`src/design/clcd_pkg.sv`:
```
// Shared types, constants and the init prefix table of the 4-bit LCD sequencer.
package clcd_pkg;

  // Command codes on the input channel
  typedef enum logic [1:0] {
    OP_INIT = 2'd0,
    OP_CMD  = 2'd1,
    OP_DATA = 2'd2,
    OP_LINE = 2'd3
  } op_t;

  // Configuration register indexes
  typedef enum logic [2:0] {
    REG_FUNC_SET  = 3'd0,
    REG_DISP_CTL  = 3'd1,
    REG_ENTRY     = 3'd2,
    REG_LINE3     = 3'd3,
    REG_LINE4     = 3'd4
  } cfg_reg_t;

  // Sequencer states of the back end
  typedef enum logic [1:0] {
    ST_IDLE,
    ST_PRE,
    ST_HEAD,
    ST_BYTE
  } seq_state_t;

  // Steps of one byte write
  typedef enum logic [2:0] {
    PH_SETUP   = 3'd0,
    PH_HI_RISE = 3'd1,
    PH_HI_FALL = 3'd2,
    PH_LO_RISE = 3'd3,
    PH_LO_FALL = 3'd4
  } byte_phase_t;

  localparam int unsigned WAIT_W         = 17;
  localparam int unsigned QUEUE_DEPTH_DEF = 2;

  // Line numbers of the go-to-line command
  localparam logic [2:0] LINE_NUM_2 = 3'd2;
  localparam logic [2:0] LINE_NUM_3 = 3'd3;
  localparam logic [2:0] LINE_NUM_4 = 3'd4;

  // Fixed controller commands
  localparam logic [7:0] CMD_CLEAR  = 8'h01;
  localparam logic [7:0] CMD_DDRAM  = 8'h80;
  localparam logic [6:0] LINE2_ADDR = 7'h40;
  localparam logic [6:0] LINE1_ADDR = 7'h00;

  // Register reset values
  localparam logic [7:0] FUNC_SET_RST = 8'h28;
  localparam logic [7:0] DISP_CTL_RST = 8'h0C;
  localparam logic [7:0] ENTRY_RST    = 8'h06;
  localparam logic [6:0] LINE3_RST    = 7'h10;
  localparam logic [6:0] LINE4_RST    = 7'h50;

  // Hold times in microseconds
  localparam logic [WAIT_W-1:0] WAIT_STEP      = 17'd1;
  localparam logic [WAIT_W-1:0] WAIT_HEAD      = 17'd1000;
  localparam logic [WAIT_W-1:0] WAIT_POWER     = 17'd100000;
  localparam logic [WAIT_W-1:0] WAIT_5000      = 17'd5000;
  localparam logic [WAIT_W-1:0] WAIT_200       = 17'd200;
  localparam logic [WAIT_W-1:0] WAIT_100       = 17'd100;
  localparam logic [WAIT_W-1:0] WAIT_INIT_BYTE = 17'd1001;
  localparam logic [WAIT_W-1:0] WAIT_INIT_LAST = 17'd10001;

  // Last step of the init prefix and last init byte
  localparam logic [3:0] INIT_PRE_LAST  = 4'd10;
  localparam logic [1:0] INIT_BYTE_LAST = 2'd3;

  localparam logic [3:0] NIB_WAKE  = 4'h3;
  localparam logic [3:0] NIB_4BIT  = 4'h2;

  // Configuration register file contents
  typedef struct packed {
    logic [7:0] func_set;
    logic [7:0] disp_ctl;
    logic [7:0] entry_mode;
    logic [6:0] line3_addr;
    logic [6:0] line4_addr;
  } cfg_t;

  // Classified command passed from front to back
  typedef struct packed {
    logic       is_init;
    logic       rs;
    logic [7:0] value;
  } cmd_t;

  // One bus event
  typedef struct packed {
    logic              rs;
    logic              en;
    logic [3:0]        nib;
    logic [WAIT_W-1:0] wait_us;
    logic              last;
  } event_t;

  // Power-up wake sequence before the function set byte
  function automatic event_t init_pre_event(input logic [3:0] step);
    event_t ev;
    ev = '0;
    unique case (step)
      4'd0:  ev = '{rs: 1'b0, en: 1'b0, nib: 4'h0,     wait_us: WAIT_POWER, last: 1'b0};
      4'd1:  ev = '{rs: 1'b0, en: 1'b0, nib: NIB_WAKE, wait_us: WAIT_STEP,  last: 1'b0};
      4'd2:  ev = '{rs: 1'b0, en: 1'b1, nib: NIB_WAKE, wait_us: WAIT_STEP,  last: 1'b0};
      4'd3:  ev = '{rs: 1'b0, en: 1'b0, nib: NIB_WAKE, wait_us: WAIT_5000,  last: 1'b0};
      4'd4:  ev = '{rs: 1'b0, en: 1'b1, nib: NIB_WAKE, wait_us: WAIT_STEP,  last: 1'b0};
      4'd5:  ev = '{rs: 1'b0, en: 1'b0, nib: NIB_WAKE, wait_us: WAIT_200,   last: 1'b0};
      4'd6:  ev = '{rs: 1'b0, en: 1'b1, nib: NIB_WAKE, wait_us: WAIT_STEP,  last: 1'b0};
      4'd7:  ev = '{rs: 1'b0, en: 1'b0, nib: NIB_WAKE, wait_us: WAIT_100,   last: 1'b0};
      4'd8:  ev = '{rs: 1'b0, en: 1'b0, nib: NIB_4BIT, wait_us: WAIT_STEP,  last: 1'b0};
      4'd9:  ev = '{rs: 1'b0, en: 1'b1, nib: NIB_4BIT, wait_us: WAIT_STEP,  last: 1'b0};
      4'd10: ev = '{rs: 1'b0, en: 1'b0, nib: NIB_4BIT, wait_us: WAIT_5000,  last: 1'b0};
      default: ev = '0;
    endcase
    return ev;
  endfunction

endpackage

```
`src/design/clcd_in_if.sv`:
```
// Command input channel: valid/ready plus command fields.
interface clcd_in_if;
  logic       valid;
  logic       ready;
  logic [1:0] op;
  logic [7:0] data_byte;
  logic [2:0] line_number;

  modport source (output valid, op, data_byte, line_number, input ready);
  modport sink   (input valid, op, data_byte, line_number, output ready);
endinterface

```
`src/design/clcd_out_if.sv`:
```
// Bus event output channel: valid/ready plus event fields.
interface clcd_out_if;
  logic        valid;
  logic        ready;
  logic        reg_select;
  logic        enable_level;
  logic [3:0]  bus_nibble;
  logic [16:0] wait_us;
  logic        last_event;

  modport source (output valid, reg_select, enable_level, bus_nibble, wait_us, last_event,
                  input ready);
  modport sink   (input valid, reg_select, enable_level, bus_nibble, wait_us, last_event,
                  output ready);
endinterface

```
`src/design/clcd_cfg_if.sv`:
```
// Configuration write channel: valid/ready plus register index and data.
interface clcd_cfg_if;
  logic       valid;
  logic       ready;
  logic [2:0] reg_index;
  logic [7:0] data;

  modport source (output valid, reg_index, data, input ready);
  modport sink   (input valid, reg_index, data, output ready);
endinterface

```
`src/design/clcd_front.sv`:
```
// Front end: configuration registers and command classification into queue entries.
module clcd_front (
  input  logic              clk,
  input  logic              rst_n,
  clcd_in_if.sink           in_ch,
  clcd_cfg_if.sink          cfg_ch,
  input  logic              q_full,
  output logic              q_push,
  output clcd_pkg::cmd_t    q_cmd,
  output clcd_pkg::cfg_t    cfg
);
  import clcd_pkg::*;

  cfg_t       cfg_r;
  cfg_t       cfg_nxt;
  logic [6:0] line_addr;

  // Register writes are always taken
  assign cfg_ch.ready = 1'b1;

  always_comb begin
    cfg_nxt = cfg_r;
    if (cfg_ch.valid) begin
      unique case (cfg_ch.reg_index)
        REG_FUNC_SET: cfg_nxt.func_set   = cfg_ch.data;
        REG_DISP_CTL: cfg_nxt.disp_ctl   = cfg_ch.data;
        REG_ENTRY:    cfg_nxt.entry_mode = cfg_ch.data;
        REG_LINE3:    cfg_nxt.line3_addr = cfg_ch.data[6:0];
        REG_LINE4:    cfg_nxt.line4_addr = cfg_ch.data[6:0];
        default:      cfg_nxt = cfg_r;
      endcase
    end
  end

  always_ff @(posedge clk) begin
    if (!rst_n) begin
      cfg_r <= '{func_set: FUNC_SET_RST, disp_ctl: DISP_CTL_RST, entry_mode: ENTRY_RST,
                 line3_addr: LINE3_RST, line4_addr: LINE4_RST};
    end else begin
      cfg_r <= cfg_nxt;
    end
  end

  assign cfg = cfg_r;

  // DDRAM start address of the requested line; unknown lines go to the top
  always_comb begin
    unique case (in_ch.line_number)
      LINE_NUM_2: line_addr = LINE2_ADDR;
      LINE_NUM_3: line_addr = cfg_r.line3_addr;
      LINE_NUM_4: line_addr = cfg_r.line4_addr;
      default:    line_addr = LINE1_ADDR;
    endcase
  end

  // Classify the incoming beat
  always_comb begin
    q_cmd = '0;
    unique case (op_t'(in_ch.op))
      OP_INIT: q_cmd = '{is_init: 1'b1, rs: 1'b0, value: 8'h00};
      OP_CMD:  q_cmd = '{is_init: 1'b0, rs: 1'b0, value: in_ch.data_byte};
      OP_DATA: q_cmd = '{is_init: 1'b0, rs: 1'b1, value: in_ch.data_byte};
      OP_LINE: q_cmd = '{is_init: 1'b0, rs: 1'b0, value: CMD_DDRAM | {1'b0, line_addr}};
      default: q_cmd = '0;
    endcase
  end

  assign in_ch.ready = !q_full;
  assign q_push      = in_ch.valid && !q_full;

endmodule

```
`src/design/clcd_queue.sv`:
```
// Small command queue between front and back end.
module clcd_queue #(
  parameter int unsigned DEPTH = clcd_pkg::QUEUE_DEPTH_DEF
) (
  input  logic           clk,
  input  logic           rst_n,
  input  logic           push,
  input  clcd_pkg::cmd_t push_cmd,
  output logic           full,
  input  logic           pop,
  output clcd_pkg::cmd_t head_cmd,
  output logic           empty
);
  import clcd_pkg::*;

  localparam int unsigned PW = (DEPTH > 1) ? $clog2(DEPTH) : 1;
  localparam int unsigned CW = $clog2(DEPTH + 1);

  cmd_t          mem_r [DEPTH];
  logic [PW-1:0] wr_ptr_r, wr_ptr_nxt;
  logic [PW-1:0] rd_ptr_r, rd_ptr_nxt;
  logic [CW-1:0] count_r, count_nxt;
  logic          do_push, do_pop;

  assign full     = (count_r == CW'(DEPTH));
  assign empty    = (count_r == '0);
  assign do_push  = push && !full;
  assign do_pop   = pop && !empty;
  assign head_cmd = mem_r[rd_ptr_r];

  // Pointer and fill bookkeeping
  always_comb begin
    wr_ptr_nxt = wr_ptr_r;
    rd_ptr_nxt = rd_ptr_r;
    count_nxt  = count_r;
    if (do_push) begin
      wr_ptr_nxt = (wr_ptr_r == PW'(DEPTH - 1)) ? '0 : wr_ptr_r + 1'b1;
    end
    if (do_pop) begin
      rd_ptr_nxt = (rd_ptr_r == PW'(DEPTH - 1)) ? '0 : rd_ptr_r + 1'b1;
    end
    if (do_push && !do_pop) begin
      count_nxt = count_r + 1'b1;
    end else if (do_pop && !do_push) begin
      count_nxt = count_r - 1'b1;
    end
  end

  always_ff @(posedge clk) begin
    if (!rst_n) begin
      wr_ptr_r <= '0;
      rd_ptr_r <= '0;
      count_r  <= '0;
    end else begin
      wr_ptr_r <= wr_ptr_nxt;
      rd_ptr_r <= rd_ptr_nxt;
      count_r  <= count_nxt;
    end
  end

  // Entry storage
  always_ff @(posedge clk) begin
    if (do_push) begin
      mem_r[wr_ptr_r] <= push_cmd;
    end
  end

endmodule

```
`src/design/clcd_back.sv`:
```
// Back end: expands queued commands into bus events, one per cycle unless the output stalls, into an output register.
module clcd_back (
  input  logic           clk,
  input  logic           rst_n,
  input  clcd_pkg::cfg_t cfg,
  input  clcd_pkg::cmd_t head_cmd,
  input  logic           q_empty,
  output logic           q_pop,
  clcd_out_if.source     out_ch
);
  import clcd_pkg::*;

  seq_state_t  state_r, state_nxt;
  logic [3:0]  step_r, step_nxt;
  byte_phase_t phase_r, phase_nxt;
  logic [1:0]  bidx_r, bidx_nxt;
  cmd_t        cmd_r, cmd_nxt;
  logic [3:0]  held_nib_r, held_nib_nxt;
  logic        held_sel_r, held_sel_nxt;
  logic        out_valid_r, out_valid_nxt;
  event_t      out_ev_r, out_ev_nxt;

  event_t      ev;
  logic        adv;
  logic [7:0]  byte_val;
  logic [WAIT_W-1:0] final_wait;
  logic        byte_done;

  // Output register takes a new event when empty or being drained
  assign adv = (state_r != ST_IDLE) && (!out_valid_r || out_ch.ready);

  // Byte and closing wait of the current byte write
  always_comb begin
    byte_val   = cmd_r.value;
    final_wait = WAIT_STEP;
    if (cmd_r.is_init) begin
      unique case (bidx_r)
        2'd0:    byte_val = cfg.func_set;
        2'd1:    byte_val = cfg.disp_ctl;
        2'd2:    byte_val = CMD_CLEAR;
        default: byte_val = cfg.entry_mode;
      endcase
      final_wait = (bidx_r == INIT_BYTE_LAST) ? WAIT_INIT_LAST : WAIT_INIT_BYTE;
    end
  end

  assign byte_done = !cmd_r.is_init || (bidx_r == INIT_BYTE_LAST);

  // Event generation
  always_comb begin
    ev = '0;
    unique case (state_r)
      ST_PRE:  ev = init_pre_event(step_r);
      ST_HEAD: ev = '{rs: held_sel_r, en: 1'b0, nib: held_nib_r, wait_us: WAIT_HEAD,
                      last: 1'b0};
      ST_BYTE: begin
        unique case (phase_r)
          PH_SETUP:   ev = '{rs: cmd_r.rs, en: 1'b0, nib: held_nib_r, wait_us: WAIT_STEP,
                             last: 1'b0};
          PH_HI_RISE: ev = '{rs: cmd_r.rs, en: 1'b1, nib: byte_val[7:4], wait_us: WAIT_STEP,
                             last: 1'b0};
          PH_HI_FALL: ev = '{rs: cmd_r.rs, en: 1'b0, nib: byte_val[7:4], wait_us: WAIT_STEP,
                             last: 1'b0};
          PH_LO_RISE: ev = '{rs: cmd_r.rs, en: 1'b1, nib: byte_val[3:0], wait_us: WAIT_STEP,
                             last: 1'b0};
          PH_LO_FALL: ev = '{rs: cmd_r.rs, en: 1'b0, nib: byte_val[3:0], wait_us: final_wait,
                             last: byte_done};
          default:    ev = '0;
        endcase
      end
      default: ev = '0;
    endcase
  end

  // Sequencer next state
  always_comb begin
    state_nxt = state_r;
    step_nxt  = step_r;
    phase_nxt = phase_r;
    bidx_nxt  = bidx_r;
    cmd_nxt   = cmd_r;
    q_pop     = 1'b0;
    unique case (state_r)
      ST_IDLE: begin
        if (!q_empty) begin
          q_pop     = 1'b1;
          cmd_nxt   = head_cmd;
          step_nxt  = '0;
          phase_nxt = PH_SETUP;
          bidx_nxt  = '0;
          state_nxt = head_cmd.is_init ? ST_PRE : ST_HEAD;
        end
      end
      ST_PRE: begin
        if (adv) begin
          if (step_r == INIT_PRE_LAST) begin
            state_nxt = ST_BYTE;
          end else begin
            step_nxt = step_r + 4'd1;
          end
        end
      end
      ST_HEAD: begin
        if (adv) begin
          state_nxt = ST_BYTE;
        end
      end
      ST_BYTE: begin
        if (adv) begin
          if (phase_r == PH_LO_FALL) begin
            phase_nxt = PH_SETUP;
            if (byte_done) begin
              state_nxt = ST_IDLE;
            end else begin
              bidx_nxt = bidx_r + 2'd1;
            end
          end else begin
            phase_nxt = byte_phase_t'(phase_r + 3'd1);
          end
        end
      end
      default: state_nxt = ST_IDLE;
    endcase
  end

  // Output register and pin levels left on the bus
  always_comb begin
    out_valid_nxt = out_valid_r;
    out_ev_nxt    = out_ev_r;
    held_nib_nxt  = held_nib_r;
    held_sel_nxt  = held_sel_r;
    if (adv) begin
      out_valid_nxt = 1'b1;
      out_ev_nxt    = ev;
      held_nib_nxt  = ev.nib;
      held_sel_nxt  = ev.rs;
    end else if (out_ch.ready) begin
      out_valid_nxt = 1'b0;
    end
  end

  always_ff @(posedge clk) begin
    if (!rst_n) begin
      state_r     <= ST_IDLE;
      step_r      <= '0;
      phase_r     <= PH_SETUP;
      bidx_r      <= '0;
      held_nib_r  <= '0;
      held_sel_r  <= 1'b0;
      out_valid_r <= 1'b0;
    end else begin
      state_r     <= state_nxt;
      step_r      <= step_nxt;
      phase_r     <= phase_nxt;
      bidx_r      <= bidx_nxt;
      held_nib_r  <= held_nib_nxt;
      held_sel_r  <= held_sel_nxt;
      out_valid_r <= out_valid_nxt;
    end
  end

  // Payload registers
  always_ff @(posedge clk) begin
    cmd_r    <= cmd_nxt;
    out_ev_r <= out_ev_nxt;
  end

  assign out_ch.valid        = out_valid_r;
  assign out_ch.reg_select   = out_ev_r.rs;
  assign out_ch.enable_level = out_ev_r.en;
  assign out_ch.bus_nibble   = out_ev_r.nib;
  assign out_ch.wait_us      = out_ev_r.wait_us;
  assign out_ch.last_event   = out_ev_r.last;

endmodule

```
`src/design/char_lcd_4bit_bus_sequencer.sv`:
```
// Top level: 4-bit character LCD bus sequencer, front end, command queue and back end.
// The first bus event of a command passes the queue and the back-end state register into the output register.
// Throughput: one bus event per cycle while the output is not stalled, plus a load step per command in the back end;
//   init gives 31 events, other commands 6 events.
// Inputs keep being accepted while the command queue has room, set by QUEUE_DEPTH.
// Reset: registers return to their defaults, queue empties, held RS and nibble clear to zero.
module char_lcd_4bit_bus_sequencer #(
  parameter int unsigned QUEUE_DEPTH = clcd_pkg::QUEUE_DEPTH_DEF
) (
  input  logic       clk,
  input  logic       rst_n,
  clcd_in_if.sink    in_ch,
  clcd_cfg_if.sink   cfg_ch,
  clcd_out_if.source out_ch
);
  import clcd_pkg::*;

  cfg_t cfg;
  cmd_t push_cmd;
  cmd_t head_cmd;
  logic q_push, q_full, q_pop, q_empty;

  clcd_front u_front (
    .clk    (clk),
    .rst_n  (rst_n),
    .in_ch  (in_ch),
    .cfg_ch (cfg_ch),
    .q_full (q_full),
    .q_push (q_push),
    .q_cmd  (push_cmd),
    .cfg    (cfg)
  );

  clcd_queue #(
    .DEPTH (QUEUE_DEPTH)
  ) u_queue (
    .clk      (clk),
    .rst_n    (rst_n),
    .push     (q_push),
    .push_cmd (push_cmd),
    .full     (q_full),
    .pop      (q_pop),
    .head_cmd (head_cmd),
    .empty    (q_empty)
  );

  clcd_back u_back (
    .clk      (clk),
    .rst_n    (rst_n),
    .cfg      (cfg),
    .head_cmd (head_cmd),
    .q_empty  (q_empty),
    .q_pop    (q_pop),
    .out_ch   (out_ch)
  );

endmodule

```
`src/flat_wrapper.sv`:
```
// flat-port wrapper written by rule: the top's interface ports become plain ports
module char_lcd_4bit_bus_sequencer_flat import clcd_pkg::*;
#(
  parameter int unsigned QUEUE_DEPTH = clcd_pkg::QUEUE_DEPTH_DEF
)
  (clk, rst_n, in_ch_valid, in_ch_op, in_ch_data_byte, in_ch_line_number, in_ch_ready, cfg_ch_valid, cfg_ch_reg_index, cfg_ch_data, cfg_ch_ready, out_ch_valid, out_ch_reg_select, out_ch_enable_level, out_ch_bus_nibble, out_ch_wait_us, out_ch_last_event, out_ch_ready);
  clcd_in_if in_ch_i ();
  clcd_cfg_if cfg_ch_i ();
  clcd_out_if out_ch_i ();
  input  logic clk;
  input  logic rst_n;
  input wire logic [$bits(in_ch_i.valid)-1:0] in_ch_valid;
  input wire logic [$bits(in_ch_i.op)-1:0] in_ch_op;
  input wire logic [$bits(in_ch_i.data_byte)-1:0] in_ch_data_byte;
  input wire logic [$bits(in_ch_i.line_number)-1:0] in_ch_line_number;
  output wire logic [$bits(in_ch_i.ready)-1:0] in_ch_ready;
  input wire logic [$bits(cfg_ch_i.valid)-1:0] cfg_ch_valid;
  input wire logic [$bits(cfg_ch_i.reg_index)-1:0] cfg_ch_reg_index;
  input wire logic [$bits(cfg_ch_i.data)-1:0] cfg_ch_data;
  output wire logic [$bits(cfg_ch_i.ready)-1:0] cfg_ch_ready;
  output wire logic [$bits(out_ch_i.valid)-1:0] out_ch_valid;
  output wire logic [$bits(out_ch_i.reg_select)-1:0] out_ch_reg_select;
  output wire logic [$bits(out_ch_i.enable_level)-1:0] out_ch_enable_level;
  output wire logic [$bits(out_ch_i.bus_nibble)-1:0] out_ch_bus_nibble;
  output wire logic [$bits(out_ch_i.wait_us)-1:0] out_ch_wait_us;
  output wire logic [$bits(out_ch_i.last_event)-1:0] out_ch_last_event;
  input wire logic [$bits(out_ch_i.ready)-1:0] out_ch_ready;
  assign in_ch_i.valid = in_ch_valid;
  assign in_ch_i.op = in_ch_op;
  assign in_ch_i.data_byte = in_ch_data_byte;
  assign in_ch_i.line_number = in_ch_line_number;
  assign in_ch_ready = in_ch_i.ready;
  assign cfg_ch_i.valid = cfg_ch_valid;
  assign cfg_ch_i.reg_index = cfg_ch_reg_index;
  assign cfg_ch_i.data = cfg_ch_data;
  assign cfg_ch_ready = cfg_ch_i.ready;
  assign out_ch_valid = out_ch_i.valid;
  assign out_ch_reg_select = out_ch_i.reg_select;
  assign out_ch_enable_level = out_ch_i.enable_level;
  assign out_ch_bus_nibble = out_ch_i.bus_nibble;
  assign out_ch_wait_us = out_ch_i.wait_us;
  assign out_ch_last_event = out_ch_i.last_event;
  assign out_ch_i.ready = out_ch_ready;
  char_lcd_4bit_bus_sequencer #(.QUEUE_DEPTH(QUEUE_DEPTH)) u_core (.clk(clk), .rst_n(rst_n), .in_ch(in_ch_i), .cfg_ch(cfg_ch_i), .out_ch(out_ch_i));
endmodule
```
`config.mk`:
```
export PLATFORM = sky130hd
export DESIGN_NAME = char_lcd_4bit_bus_sequencer_flat
export DESIGN_NICKNAME = d
export VERILOG_FILES = /design/src/design/clcd_pkg.sv /design/src/design/clcd_in_if.sv /design/src/design/clcd_out_if.sv /design/src/design/clcd_cfg_if.sv /design/src/design/clcd_front.sv /design/src/design/clcd_queue.sv /design/src/design/clcd_back.sv /design/src/design/char_lcd_4bit_bus_sequencer.sv /design/src/flat_wrapper.sv
export SDC_FILE = /design/constraint.sdc
export NUM_CORES = 1
export LEC_CHECK = 0
export BUFFER_PORTS_ARGS = -buffer_cell sky130_fd_sc_hd__buf_2
export CAP_MARGIN = 20
export CORE_ASPECT_RATIO = 0.9
export CORE_MARGIN = 8
export CORE_UTILIZATION = 43
export CTS_CLUSTER_SIZE = 14
export DETAILED_ROUTE_END_ITERATION = 10
export REMOVE_ABC_BUFFERS = 1
export SLEW_MARGIN = 20
export SYNTH_ARGS = -nofsm -noshare
export SYNTH_HDL_FRONTEND = slang
export SYNTH_HIERARCHICAL = 1
export SYNTH_SLANG_ARGS = --single-unit
export TNS_END_PERCENT = 30
```
`constraint.sdc`:
```
create_clock -name clk -period 3.2 [get_ports clk]
set_input_delay 0.32 -clock clk [delete_from_list [all_inputs] [get_ports clk]]
set_output_delay 0.32 -clock clk [all_outputs]
set_load 0.1 [all_outputs]
```
==> impl_metrics.csv <==
group,metric,value,unit
die,ioPinCount,56,
logic_synthesis,yosysTopAreaCell,"edfxtp_1",
critical_path,end_kind,"flop",
timing,finalSetupViolCount,0,
critical_path,crit_path_max_incr_delay,0.32,ns
logic_synthesis,synth_warnings,6,
clock_network,cts_sinks,121,
logic_synthesis,synth_edf_count,49,
placement,io_buffers,51,
global_route,grt_overflow,0,
placement,dpl.hpwl,9320,µm
critical_path,critPathMaxFanout,9,
timing,fin_skew,0.0120,ns
detailed_routing,wl_per_cell,16.4,µm
critical_path,reg2reg_setup_slack,0.49,ns
logic_synthesis,synth_cell_types,64,
clock_network,holdBufCountCts,0,
power,vdd_drop_max,0.421,mV
logic_synthesis,syn-cell-area,5650,µm²
die,core,12700,µm²
logic_synthesis,async_reset_ff_frac,0,
timing,holdWs,0.172,ns
critical_path,critPathMostFrequentCell,"inv_1",
timing,max_freq,0.369,GHz
logic_synthesis,synth_seq_cells,121,
timing,slew_headroom,0.417,
clock_network,ctsResizeCount,0,
worst_hold_path,hp-start,"cfg_ch_data[7]",
clock_network,cts_tree,"yes",
timing,hold_viol,0,
logic_synthesis,synth_top_area_share,0.261,
clock_network,htree_num_levels,4,
critical_path,cp_data_required_time,3.51,ns
detailed_routing,ant_nets,0,
global_route,antenna_found_initial,0,
critical_path,startpoint,"u_core/u_back/state_r[1]",
die,start_util,0.443,
logic_synthesis,syn-instance-count,552,
detailed_routing,totalWireLength,12700,µm
global_route,grt_use_total,0.155,
critical_path,worstSetupStartpointType,"flop",
clock_network,cts_setup_buffers,0,
placement,finalWeightedCongestion,0.879,
outcome,status,"finished clean",
logic_synthesis,yosys-top-cells-area,"edfxtp_1, dfxtp_1, ha_1, o21ai_0, mux2i_1",
die,rows,39,
placement,place_area,6000,µm²
clock_network,clockBufferDepth,2,
detailed_routing,routed-via-count,4213,
power,leakage,2.47,nW
detailed_routing,vias_per_cell,5.44,
critical_path,critPathKind,"flop to flop",
layout,num_antenna_cells,0,
timing,layout_min_cycle_time,2.71,ns
layout,stdcell_area,6530,µm²
critical_path,reg2reg_from,"u_core/u_back/state_r[1]",
timing,tns,0,ns
timing,rsz0062_at_grt,"no",
layout,fill_cells,1187,
die,die_height,125,µm
layout,utilization,0.512,
worst_hold_path,holdCritPathClass,"input pin to flop",
layout,syn_to_final_growth,15.6,%
timing,slew_violations,0,
global_route,grt_pass1_wl,20800,µm
logic_synthesis,ys_seq_area_frac,0.516,
power,power_density,892,nW/µm²
job,maxCapViolations,0,
clock_network,clk_pin_slew,0.05,ns
logic_synthesis,synth-main-ff-cell,"dfxtp_1",
die,die_x,137,µm
critical_path,worstPathArrival,3.02,ns
global_route,grt_max_degree,53,
layout,nets,649,
clock_network,ctsRootBufferMaster,"clkbuf_16",
critical_path,cpMaxStageDelayCell,"dfxtp_1",
timing,min_period_over_period,0.848,
logic_synthesis,synth_area_per_cell,10.2,µm²
global_route,grt_pass1_vias,4055,
detailed_routing,drc,0,
detailed_routing,drtPass1Iterations,7,
clock_network,cts_made_buffers,17,
die,die_area,17100,µm²
timing,worst_slew_pin_slew,0.869,ns
layout,drive_gt1_frac,0.172,
critical_path,crit_chain,"inv_1 -> ha_1 -> buf_4 -> a2bb2oi_2 -> a21oi_1 -> xnor2_1 -> nor2_1 -> inv_1 -> ha_1 -> inv_1 -> o2bb2ai_1 -> nand2b_1",
detailed_routing,drt_iter0_drc,287,
clock_network,clock_latency,0.41,ns
power breakdown:
group | total, W | switching (W) | internal (W)
logic | 0.00201 | 0.00157 | 0.000438
registers | 0.00215 | 0.000154 | 0.00199
clock network | 0.00167 | 0.000633 | 0.00103
total | 0.00582 | 0.00236 | 0.00346
cells in the mapped netlist (all sizes together) (9+ instances only):
cell type  count
nand2         52
edfxtp        49
nor2          23
mux2i         20
mux2          10
a22oi          9
and2           9
a21oi         23
inv           27
buf           14
ha            22
nand3         21
o21ai         54
clkbuf        19
a21boi        12
dfxtp         72
nor2b         23
nand2b         9
stage by stage:
step	cells	power [W]	worst slack, ns
after global placement	743	0.00416	0.673
after global routing	775	0.00610	0.240
after detailed placement	743	0.00419	0.518
after CTS	775	0.00587	0.494
after floorplan	521	0.00374	0.461
final	775	0.00582	0.488
layout make-up:
class	instances	area, µm²	area share
multi-input cells	372	2470	0.379
inverters	28	105	0.0161
clock buffers	22	474	0.0727
repair buffers	58	308	0.0472
flip-flops and latches	121	2910	0.446
well taps	164	205	0.0314
clock inverters	10	50.0	0.00767
layout by cell type, fill, tap and decap left out, types with 5 or more instances in the layout:
master	instances
a21boi_0	5
a21boi_1	7
a21o_1	7
a21oi_1	21
a22oi_1	9
and2_1	9
buf_2	51
buf_4	7
clkbuf_16	17
clkinv_2	5
dfxtp_1	72
edfxtp_1	49
ha_1	22
inv_1	27
mux2_2	10
mux2i_1	20
nand2_1	52
nand2b_1	9
nand3_1	21
nor2_1	23
nor2b_1	23
o211ai_1	7
o21ai_0	53
per-layer routing:
metal | global-route usage | wire, µm | vias up
met5 | 0 | 0 | -
met1 | 0.210 | 5930 | 1994
met3 | 0.0520 | 880 | 17
met2 | 0.225 | 5720 | 138
met4 | 0.0524 | 183 | 0
li1 | - | - | 2064
critical path, delay by kind of cell (launching register included):
| kind | cells | cell delay [ns] |
|---|---|---|
| compound gates | 3 | 0.55 |
| xor+xnor | 1 | 0.18 |
| fa+ha+maj | 2 | 0.63 |
| buf+inv | 4 | 0.50 |
| flops | 1 | 0.32 |
| simple gates | 2 | 0.40 |
worst paths after layout:
path / end / cells past startpoint
max reg2reg: flop / 12
min: u_core/u_front/cfg[37] / 3
max: flop / 12
min reg2reg: u_core/u_front/cfg[37] / 2
cells by family after synthesis:
kind of cell	share of synthesized area
fa+ha+maj	0.0505
buf+inv	0.0477
mux	0.0554
simple gates	0.152
flops	0.516
compound gates	0.170
other cells	0.00133
xor+xnor	0.00776
Note: power is estimated with default switching activity, not from simulation.
